`src/rtl/pss_pkg.sv`:
```
`timescale 1ns / 1ps

package pss_pkg;

  localparam int MAX_PROBES = 1048576;
  localparam int MAX_SET    = 64;
  localparam int IDX_W      = 20;
  localparam int SIZE_W     = 7;
  localparam int CFG_IDX_W  = 8;
  localparam int CFG_DATA_W = 32;

  typedef enum logic [CFG_IDX_W-1:0] {
    CFG_MAX_DISTANCE   = 8'd0,
    CFG_OPTIMAL_SIZE   = 8'd1,
    CFG_MAX_SIZE       = 8'd2,
    CFG_SHUFFLE_OFFSET = 8'd3
  } cfg_reg_t;

  typedef struct packed {
    logic [31:0] probe_location;
    logic [7:0]  chromosome_code;
    logic        last_probe;
  } pss_in_t;

  typedef struct packed {
    logic [IDX_W-1:0]  set_start;
    logic [SIZE_W-1:0] set_size;
    logic              final_set;
    logic              run_end;
  } pss_out_t;

  typedef struct packed {
    logic [1:0] push_cnt;
  } pss_fifo_ctl_t;

endpackage

```
`src/rtl/probe_set_segmenter.sv`:
```
`timescale 1ns / 1ps

// Probe set segmenter: takes one sorted probe per cycle on in_valid/in_ready and
// returns each finished set as a start index and size on out_valid/out_ready. An
// item is held in the input register, where the cut decision is made and the
// set state advances, and its zero, one or two results are then written into a
// four-entry result queue whose head drives the out_ port, so the first result
// shows on out_ as soon as the queue has been written. In steady flow one item
// enters every cycle; in_ready drops only while the result queue holds more than
// two untaken results. A set is reported when the probe after it arrives, or at
// once when last_probe is set; run_end marks the last result of each item.
// Configuration writes take effect for the next item processed and are always
// ready.
module probe_set_segmenter (
  input  logic                              clk,
  input  logic                              rst_n,
  input  logic                              in_valid,
  output logic                              in_ready,
  input  pss_pkg::pss_in_t                  in_data,
  output logic                              out_valid,
  input  logic                              out_ready,
  output pss_pkg::pss_out_t                 out_data,
  input  logic                              cfg_valid,
  output logic                              cfg_ready,
  input  logic [pss_pkg::CFG_IDX_W-1:0]     cfg_index,
  input  logic [pss_pkg::CFG_DATA_W-1:0]    cfg_data
);
  import pss_pkg::*;

  localparam logic [IDX_W-1:0]  IDX_MAX = IDX_W'(MAX_PROBES - 1);
  localparam logic [SIZE_W-1:0] SET_MAX = SIZE_W'(MAX_SET);

  function automatic logic [IDX_W-1:0] sat_idx(input logic [IDX_W:0] v);
    logic [IDX_W-1:0] r;
    if (v > {1'b0, IDX_MAX}) begin
      r = IDX_MAX;
    end else begin
      r = v[IDX_W-1:0];
    end
    return r;
  endfunction

  // configuration registers
  logic [31:0]       max_distance_r;
  logic [SIZE_W-1:0] optimal_size_r;
  logic [SIZE_W-1:0] max_size_r;
  logic [5:0]        shuffle_offset_r;

  // input register
  logic     in_vld_r;
  pss_in_t  in_item_r;

  // set state
  logic [31:0]       prev_loc_r, prev_loc_nxt;
  logic [7:0]        prev_chr_r, prev_chr_nxt;
  logic              have_prev_r, have_prev_nxt;
  logic [IDX_W-1:0]  idx_r, idx_nxt;
  logic [IDX_W-1:0]  start_r, start_nxt;
  logic [SIZE_W-1:0] gap_r, gap_nxt;
  logic              shuf_r, shuf_nxt;

  logic              advance;
  logic              room;
  pss_fifo_ctl_t     fifo_ctl;
  pss_out_t          res0, res1;

  logic [SIZE_W-1:0] win;
  logic [SIZE_W-1:0] opt;
  logic              dist_cut;
  logic              cut_set;
  logic              full_set;
  logic [31:0]       loc_step;
  logic [IDX_W-1:0]  start_mid;
  logic [IDX_W-1:0]  idx_span0;
  logic [IDX_W-1:0]  idx_span1;
  logic [SIZE_W-1:0] gap_mid;
  logic [SIZE_W-1:0] gap_inc;
  logic              shuf_new;
  logic              set0;

  assign cfg_ready = 1'b1;
  assign advance   = in_vld_r && room;
  assign in_ready  = !in_vld_r || advance;

  always_ff @(posedge clk) begin
    if (!rst_n) begin
      max_distance_r   <= 32'd1000;
      optimal_size_r   <= SIZE_W'(4);
      max_size_r       <= SIZE_W'(8);
      shuffle_offset_r <= '0;
    end else if (cfg_valid) begin
      case (cfg_index)
        CFG_MAX_DISTANCE:   max_distance_r   <= cfg_data;
        CFG_OPTIMAL_SIZE:   optimal_size_r   <= cfg_data[SIZE_W-1:0];
        CFG_MAX_SIZE:       max_size_r       <= cfg_data[SIZE_W-1:0];
        CFG_SHUFFLE_OFFSET: shuffle_offset_r <= cfg_data[5:0];
        default: ;
      endcase
    end
  end

  always_ff @(posedge clk) begin
    if (!rst_n) begin
      in_vld_r <= 1'b0;
    end else if (in_ready) begin
      in_vld_r <= in_valid;
    end
  end

  always_ff @(posedge clk) begin
    if (in_valid && in_ready) begin
      in_item_r <= in_data;
    end
  end

  always_comb begin
    if (max_size_r == '0) begin
      win = SIZE_W'(1);
    end else if (max_size_r > SET_MAX) begin
      win = SET_MAX;
    end else begin
      win = max_size_r;
    end
    if (optimal_size_r == '0) begin
      opt = SIZE_W'(1);
    end else if (optimal_size_r > win) begin
      opt = win;
    end else begin
      opt = optimal_size_r;
    end

    loc_step = in_item_r.probe_location - prev_loc_r;
    dist_cut = (in_item_r.chromosome_code != prev_chr_r) ||
               (in_item_r.probe_location < prev_loc_r) ||
               (loc_step > max_distance_r);
    cut_set  = have_prev_r && (dist_cut || shuf_r);
    full_set = have_prev_r && !cut_set &&
               ({1'b0, idx_r} >= ({1'b0, start_r} + (IDX_W+1)'(win)));
    set0     = cut_set || full_set;

    idx_span0 = idx_r - start_r;
    if (cut_set) begin
      start_mid = idx_r;
    end else if (full_set) begin
      start_mid = sat_idx({1'b0, start_r} + (IDX_W+1)'(opt));
    end else begin
      start_mid = start_r;
    end
    idx_span1 = idx_r - start_mid;

    gap_mid  = (have_prev_r && dist_cut) ? '0 : gap_r;
    gap_inc  = (gap_mid != '1) ? gap_mid + SIZE_W'(1) : gap_mid;
    shuf_new = (shuffle_offset_r != '0) &&
               (SIZE_W'(shuffle_offset_r) < optimal_size_r) &&
               (gap_inc == SIZE_W'(shuffle_offset_r));

    res0.set_start = start_r;
    res0.set_size  = cut_set ? idx_span0[SIZE_W-1:0] : opt;
    res0.final_set = 1'b0;
    res0.run_end   = !in_item_r.last_probe;

    res1.set_start = start_mid;
    res1.set_size  = idx_span1[SIZE_W-1:0] + SIZE_W'(1);
    res1.final_set = 1'b1;
    res1.run_end   = 1'b1;

    // first pushed item is the settled set when there is one, else the final set
    if (!advance) begin
      fifo_ctl.push_cnt = 2'd0;
    end else begin
      fifo_ctl.push_cnt = 2'(set0) + 2'(in_item_r.last_probe);
    end

    prev_loc_nxt  = prev_loc_r;
    prev_chr_nxt  = prev_chr_r;
    have_prev_nxt = have_prev_r;
    idx_nxt       = idx_r;
    start_nxt     = start_r;
    gap_nxt       = gap_r;
    shuf_nxt      = shuf_r;
    if (advance) begin
      if (in_item_r.last_probe) begin
        prev_loc_nxt  = '0;
        prev_chr_nxt  = '0;
        have_prev_nxt = 1'b0;
        idx_nxt       = '0;
        start_nxt     = '0;
        gap_nxt       = '0;
        shuf_nxt      = 1'b0;
      end else begin
        prev_loc_nxt  = in_item_r.probe_location;
        prev_chr_nxt  = in_item_r.chromosome_code;
        have_prev_nxt = 1'b1;
        idx_nxt       = sat_idx({1'b0, idx_r} + (IDX_W+1)'(1));
        start_nxt     = start_mid;
        gap_nxt       = gap_inc;
        shuf_nxt      = shuf_new;
      end
    end
  end

  always_ff @(posedge clk) begin
    if (!rst_n) begin
      prev_loc_r  <= '0;
      prev_chr_r  <= '0;
      have_prev_r <= 1'b0;
      idx_r       <= '0;
      start_r     <= '0;
      gap_r       <= '0;
      shuf_r      <= 1'b0;
    end else begin
      prev_loc_r  <= prev_loc_nxt;
      prev_chr_r  <= prev_chr_nxt;
      have_prev_r <= have_prev_nxt;
      idx_r       <= idx_nxt;
      start_r     <= start_nxt;
      gap_r       <= gap_nxt;
      shuf_r      <= shuf_nxt;
    end
  end

  pss_out_fifo u_out_fifo (
    .clk        (clk),
    .rst_n      (rst_n),
    .ctl_in     (fifo_ctl),
    .room       (room),
    .push_data0 (set0 ? res0 : res1),
    .push_data1 (res1),
    .out_valid  (out_valid),
    .out_ready  (out_ready),
    .out_data   (out_data)
  );

endmodule

```
`src/rtl/pss_out_fifo.sv`:
```
`timescale 1ns / 1ps

module pss_out_fifo (
  input  logic                   clk,
  input  logic                   rst_n,
  input  pss_pkg::pss_fifo_ctl_t ctl_in,
  output logic                   room,
  input  pss_pkg::pss_out_t      push_data0,
  input  pss_pkg::pss_out_t      push_data1,
  output logic                   out_valid,
  input  logic                   out_ready,
  output pss_pkg::pss_out_t      out_data
);
  import pss_pkg::*;

  localparam int DEPTH = 4;
  localparam int PTR_W = 2;

  pss_out_t           mem_r [DEPTH];
  logic [PTR_W-1:0]   wr_ptr_r, wr_ptr_nxt;
  logic [PTR_W-1:0]   rd_ptr_r, rd_ptr_nxt;
  logic [PTR_W:0]     count_r, count_nxt;
  logic               pop;

  assign out_valid = (count_r != '0);
  assign out_data  = mem_r[rd_ptr_r];
  assign pop       = out_valid && out_ready;
  // room for two more items, whatever leaves this cycle
  assign room      = (count_r <= (PTR_W+1)'(DEPTH - 2));

  always_comb begin
    wr_ptr_nxt = wr_ptr_r + PTR_W'(ctl_in.push_cnt);
    rd_ptr_nxt = rd_ptr_r + PTR_W'(pop);
    count_nxt  = count_r + (PTR_W+1)'(ctl_in.push_cnt) - (PTR_W+1)'(pop);
  end

  always_ff @(posedge clk) begin
    if (!rst_n) begin
      wr_ptr_r <= '0;
      rd_ptr_r <= '0;
      count_r  <= '0;
    end else begin
      wr_ptr_r <= wr_ptr_nxt;
      rd_ptr_r <= rd_ptr_nxt;
      count_r  <= count_nxt;
    end
  end

  always_ff @(posedge clk) begin
    if (ctl_in.push_cnt != 2'd0) begin
      mem_r[wr_ptr_r] <= push_data0;
    end
    if (ctl_in.push_cnt == 2'd2) begin
      mem_r[wr_ptr_r + PTR_W'(1)] <= push_data1;
    end
  end

endmodule
```
`config.mk`:
```
export PLATFORM = sky130hd
export DESIGN_NAME = probe_set_segmenter
export DESIGN_NICKNAME = d
export VERILOG_FILES = /design/src/rtl/pss_pkg.sv /design/src/rtl/probe_set_segmenter.sv /design/src/rtl/pss_out_fifo.sv
export SDC_FILE = /design/constraint.sdc
export NUM_CORES = 1
export LEC_CHECK = 0
export ABC_AREA = 1
export BUFFER_PORTS_ARGS = -buffer_cell sky130_fd_sc_hd__buf_2
export CAP_MARGIN = 10
export CORE_ASPECT_RATIO = 0.6
export CORE_MARGIN = 3
export CORE_UTILIZATION = 50
export CTS_BUF_LIST = sky130_fd_sc_hd__clkbuf_8 sky130_fd_sc_hd__clkbuf_16
export DETAILED_ROUTE_END_ITERATION = 8
export PLACE_DENSITY = 0.68
export RECOVER_POWER = 25
export SLEW_MARGIN = 0
export SYNTH_ARGS = -nofsm -noshare
export SYNTH_HDL_FRONTEND = slang
export SYNTH_SLANG_ARGS = --single-unit
export TNS_END_PERCENT = 1
```
`constraint.sdc`:
```
create_clock -name clk -period 13.37 [get_ports clk]
set_input_delay 0.6685 -clock clk [delete_from_list [all_inputs] [get_ports clk]]
set_output_delay 0.6685 -clock clk [all_outputs]
set_load 0.01 [all_outputs]
```
After elaboration in Yosys (flattened, before gate mapping)
Memory sizes are Yosys's and may differ from the RTL's. A register that Yosys moved wholly into a read port is not among the register bits.
Cells that the tools add are included.
{ "word_totals": {"ff_bits": 190, "ram_bits": 116, "mem_count": 1, "out_inout_bits": 32, "word_cells": 101, "rom_bits": 0, "latch_bits": 0} }
{ "memory_table": {"columns": ["memory", "depth", "width", "read_ports", "rd_clocked_by_memory_dff", "wr", "line", "text"], "rows": [
  ["u_out_fifo.mem_r", 4, 29, 1, 1, 2, "pss_out_fifo.sv:19", "pss_out_t mem_r [DEPTH];"]
]} }
{ "op_classes": {"reduce_logical": 27, "muxes": 25, "multipliers": 0, "addsub": 14, "bitwise_logic": 0, "magnitude_cmp": 9, "n_eq_ne": 7, "n_shift": 0, "n_div": 0} }
{ "ops": {"columns": ["operator", "count"], "rows": [
  ["$mux W20", 6],
  ["$mux W7", 8],
  ["$add A20 B7 Y21", 2],
  ["$gt A21 B20 Y1 const B", 2],
  ["$gt A32 B32 Y1", 1],
  ["$lt A32 B32 Y1", 1],
  ["$mux W32", 1],
  ["$sub A32 B32 Y32", 1],
  ["$mux W29", 1],
  ["$add A20 B1 Y21 const B", 1],
  ["$ge A20 B21 Y1", 1],
  ["$eq A8 B2 Y1 const B", 2],
  ["$add A7 B1 Y7 const B", 2],
  ["$logic_not A7 Y1", 2],
  ["$sub A7 B7 Y7", 2],
  ["$logic_and A1 B1 Y1", 9],
  ["$eq A8 B1 Y1 const B", 1],
  ["$logic_not A8 Y1", 1],
  ["$mux W8", 1],
  ["$ne A8 B8 Y1", 1],
  ["$reduce_and A2 Y1", 4],
  ["$eq A7 B6 Y1", 1],
  ["$gt A7 B7 Y1", 1],
  ["$gt A7 B7 Y1 const B", 1],
  ["17 further kinds", 29]
]} }

Logic depth before layout (Yosys ltp)
{ "depth": {"depth_word": 14, "mapped_depth": 48, "mapped_depth_nobuf": 48} }

Modules after synthesis
From an unflattened synthesis, not the netlist that was laid out.
{ "unflattened": {"hier_cells": 2471, "hier_area_um2": 19204.7} }
{ "modules_own_cells": {"columns": ["mod", "seq_area_each_um2", "n_inst", "area_each_um2", "cells_per_inst"], "rows": [
  ["probe_set_segmenter", 4073.9, 1, 13208.9, 1847],
  ["pss_out_fifo", 3623.5, 1, 5995.8, 624]
]} }

Worst setup path after synthesis
No wires, ideal clock.
{ "synth_timing": {"kind": "register to register", "from": "register in_item_r[9] (netlist name)", "to": "memory u_out_fifo.mem_r[2][10] (netlist name) (enable)", "setup_slack_ps": 7022, "n_path_buf": 1, "required_ps": 12984, "arrival_ps": 5962, "setup_time_ps": 386, "period_less_slack_ps": 6348, "path_stages_with_launch": 41, "path_cell_list": "edfxtp_1 > inv_1 > ha_1 > inv_1 > fa_1 > nand2_1 > clkinv_1 > nand2_1 > nand2_2 > nand2_1 > nand2_2 > nand2_1 > nand2_2 > a21oi_1 > o21ai_0 > a221oi_1 > o21ai_0 > a21oi_1 > (+5 left out) > nor2_1 > nand3_1 > nand2_1 > nand2_1 > or2_4 > nor2_4 > nand2_4 > nand2_2 > buf_4 > ha_1 > inv_1 > nor2_1 > inv_1 > nor2_1 > inv_1 > nor2_1 > clkinv_1 > nand2_1"} }
{ "synth_rtl": {"columns": ["element", "line", "text"], "rows": [
  ["from (decl)", "probe_set_segmenter.sv:51", "pss_in_t in_item_r;"],
  ["from (signal assigned)", "probe_set_segmenter.sv:112", "in_item_r <= in_data;"],
  ["to (decl)", "pss_out_fifo.sv:19", null]
]} }

==> results.json <==
{
  "status": "finished with violations",
  "violations": "capacitance limit, slew limit",
  "netlist_top_cells_count": "558 x nand2_1, 248 x inv_1, 208 x a21oi_1, 179 x nor2_1, 159 x o21ai_0",
  "fin_crit_ns": 8.91,
  "setup_viol": 0,
  "async_flop_share": 0,
  "holdCritPathClass": "in2reg",
  "cts-hold-fix-buffers": 0,
  "multi_input_area_um2": 9670,
  "firstDrtPassIters": 6,
  "synth_top_family_by_area": "simple AND/OR/NAND/NOR gates",
  "clk_pin_slew_ns": 0.07,
  "r2r_slack_ns": 4.46,
  "synth.distinct_cells": 58,
  "n_fill_cell": 3382,
  "end_kind": "register",
  "grt_pass1_wl_mm": 83.4,
  "first_global_vias": 15000,
  "insertion_delay_ns": 0.60,
  "cts_buffer_depth": 3,
  "finalCritPeriodShare": 0.666,
  "p_leak_nw": 8.51,
  "chipWidth_um": 256,
  "vias": 16700,
  "ys_ff_latch": 306,
  "synth-seq-area-share": 0.406,
  "syn_area_per_cell_um2": 7.82,
  "pwr-share-seq": 0.407,
  "grt_usage": 0.259,
  "synth_xor_area_frac": 0.0467,
  "synth-simple-area-share": 0.202,
  "die_area_um2": 39900,
  "drc": 0,
  "fin_hold_ws_ns": 0.245,
  "synth_cells": 2397,
  "finalHoldViolations": 0,
  "final_nets": 2697,
  "synth-edff-count": 149,
  "diodes": 0,
  "cp.required_ns": 13.63,
  "ios": 118,
  "netlist.area_leader.share": 0.239,
  "routedWlPerCell_um": 17.8,
  "final_cells": 2998,
  "synth_top_cell_by_area": "edfxtp_1",
  "path_common_cell": "nand2_1",
  "ir_drop_mv": 0.123,
  "fmax_mhz": 112,
  "cts_buffers": 31,
  "clockRootBuffer": "clkbuf_16",
  "final_layout_size_suffix_gt1_frac": 0.0998,
  "power_frac_clock": 0.350,
  "syn-num-nets": 2625,
  "slowest_delay_ns": 0.77,
  "slew_headroom": -2.28,
  "swShare": 0.321,
  "crit_type": "reg2reg",
  "cts_tree": "done",
  "power_mw": 2.59,
  "areaGrowthSynthToFinish_pct": 10.4,
  "path_delay_family": "simple AND/OR/NAND/NOR gates",
  "synth_area_leaders": "edfxtp_1 24%, dfxtp_1 17%, nand2_1 11%",
  "rsz0062_at_grt": "false",
  "max_slew.worst_pin.slew_ns": 4.92,
  "start_util": 0.511,
  "hpwl_mm": 38.6,
  "seq_area_um2": 7620,
  "power_density_nw_per_um2": 125,
  "rows": 54,
  "internal-power_mw": 1.76,
  "critPathBufInv": 9,
  "h-tree-depth": 1,
  "synth_most_common_cell": "nand2_1",
  "p_switching_uw": 830,
  "drv_slew": 252,
  "post_cts_resized": 0,
  "max_cap_violations": 4,
  "gp_congestion": 0.969,
  "tns_ns": 0,
  "muxShareOfSynthArea": 0,
  "synth-adder-area-share": 0.0971,
  "grt-ovfl-total": 0,
  "core_area_um2": 36700,
  "portBuffers": 116,
  "antenna_left": 0,
  "worstSetupStartpointType": "register",
  "skew_ns": 0.0226,
  "die_h_um": 156,
  "grt_start_max_net_pins": 94,
  "drt_first_iter_violations": 1992,
  "worstPathArrival_ns": 9.16,
  "synthFlopType": "dfxtp_1",
  "via_per_inst": 5.58,
  "grt_antenna_before_repair": 1,
  "routed_wl_mm": 53.3,
  "post-cts-setup-buffers": 0,
  "syn_area_um2": 18800,
  "p_comb_frac": 0.243,
  "ys.warnings.count": 0,
  "synth_compound_area_frac": 0.169,
  "crit_slowest_cell": "nor2_1",
  "dpl.cell_count": 2940,
  "utilization": 0.565,
  "cts_sinks": 306,
  "crit_fanout": 41
}
[layout by cell type, fill, tap and decap left out, types with 5 or more instances in the layout]
master and count:
a21oi_1 208, a21oi_2 11, buf_2 112, buf_4 15
clkbuf_1 8, clkbuf_16 33, clkbuf_8 5, clkinv_1 9
clkinv_2 7, dfxtp_1 156, edfxtp_1 149, fa_1 6
ha_1 136, inv_1 253, inv_2 17, nand2_1 558
nand2_2 10, nand3_1 68, nand4_1 37, nor2_1 177
nor2_2 5, nor3_1 20, nor4_1 12, o211ai_1 14
o21ai_0 159, o21ai_1 36, o21ai_2 10, o21bai_1 7
o22ai_1 96, xnor2_1 22, xor2_1 78
[stage by stage]
| step | setup WS [ns] | instance area (um2) |
|---|---|---|
| 2_1_floorplan | 7.02 | 18800 |
| 3_3_place_gp | 5.07 | 19700 |
| 3_5_place_dp | 4.68 | 19700 |
| 4_1_cts | 4.62 | 20700 |
| 5_1_grt | 3.71 | 20700 |
| 6_report | 4.46 | 20700 |
[worst paths after layout]
| check | start | to | cells past startpoint |
|---|---|---|---|
| max | in_item_r[9] | u_out_fifo.mem_r[2][7] | 41 |
| min reg2reg | max_distance_r[23] | max_distance_r[23] | 2 |
| max reg2reg | in_item_r[9] | u_out_fifo.mem_r[2][7] | 41 |
| min | in_data[21] | in_item_r[21] | 1 |
[registers in the layout (all words and copies together), names as in the netlist, 2 cells and up]
name and cells:
u_out_fifo.mem_r 116, u_out_fifo.count_r 3, max_size_r 7, u_out_fifo.wr_ptr_r 2
optimal_size_r 7, prev_chr_r 8, gap_r 7, in_item_r 41
start_r 20, idx_r 20, prev_loc_r 32, max_distance_r 32
shuffle_offset_r 6, u_out_fifo.rd_ptr_r 2
[power groups by stage]
stage	combinational (mW)	sequential (mW)	clock [mW]
floorplan	0.433	1.07	0
global placement	0.609	1.07	0
detailed placement	0.620	1.07	0
CTS	0.624	1.05	0.918
global route	0.705	1.06	0.956
finish	0.629	1.05	0.904
[area by class of cell]
type | instances | share of cell area
clock inverter | 20 | 0.00767
sequential | 306 | 0.368
multi-input combinational | 1721 | 0.467
clock buffer | 38 | 0.0432
tap | 504 | 0.0304
inverter | 274 | 0.0500
timing repair buffer | 135 | 0.0339
[cell families (layout without fill, tap and decap cells)]
family                   after synthesis  after routing
other                                  1              1
AO/OA/AOI/OAI                        568            568
flip-flops                           306            306
buffers and inverters                370            467
adder cells (fa/ha/maj)              142            142
AND/OR/NAND/NOR                      910            910
XOR/XNOR                             100            100
[layer usage]
layer | up-vias | global-route usage | wire length, um
met2 | 713 | 0.357 | 20600
met5 | - | 0 | 13
met1 | 7699 | 0.416 | 26600
met3 | 61 | 0.0555 | 5270
met4 | 2 | 0.0417 | 728
li1 | 8239 | - | -
Note: power is estimated with default switching activity, not from simulation.
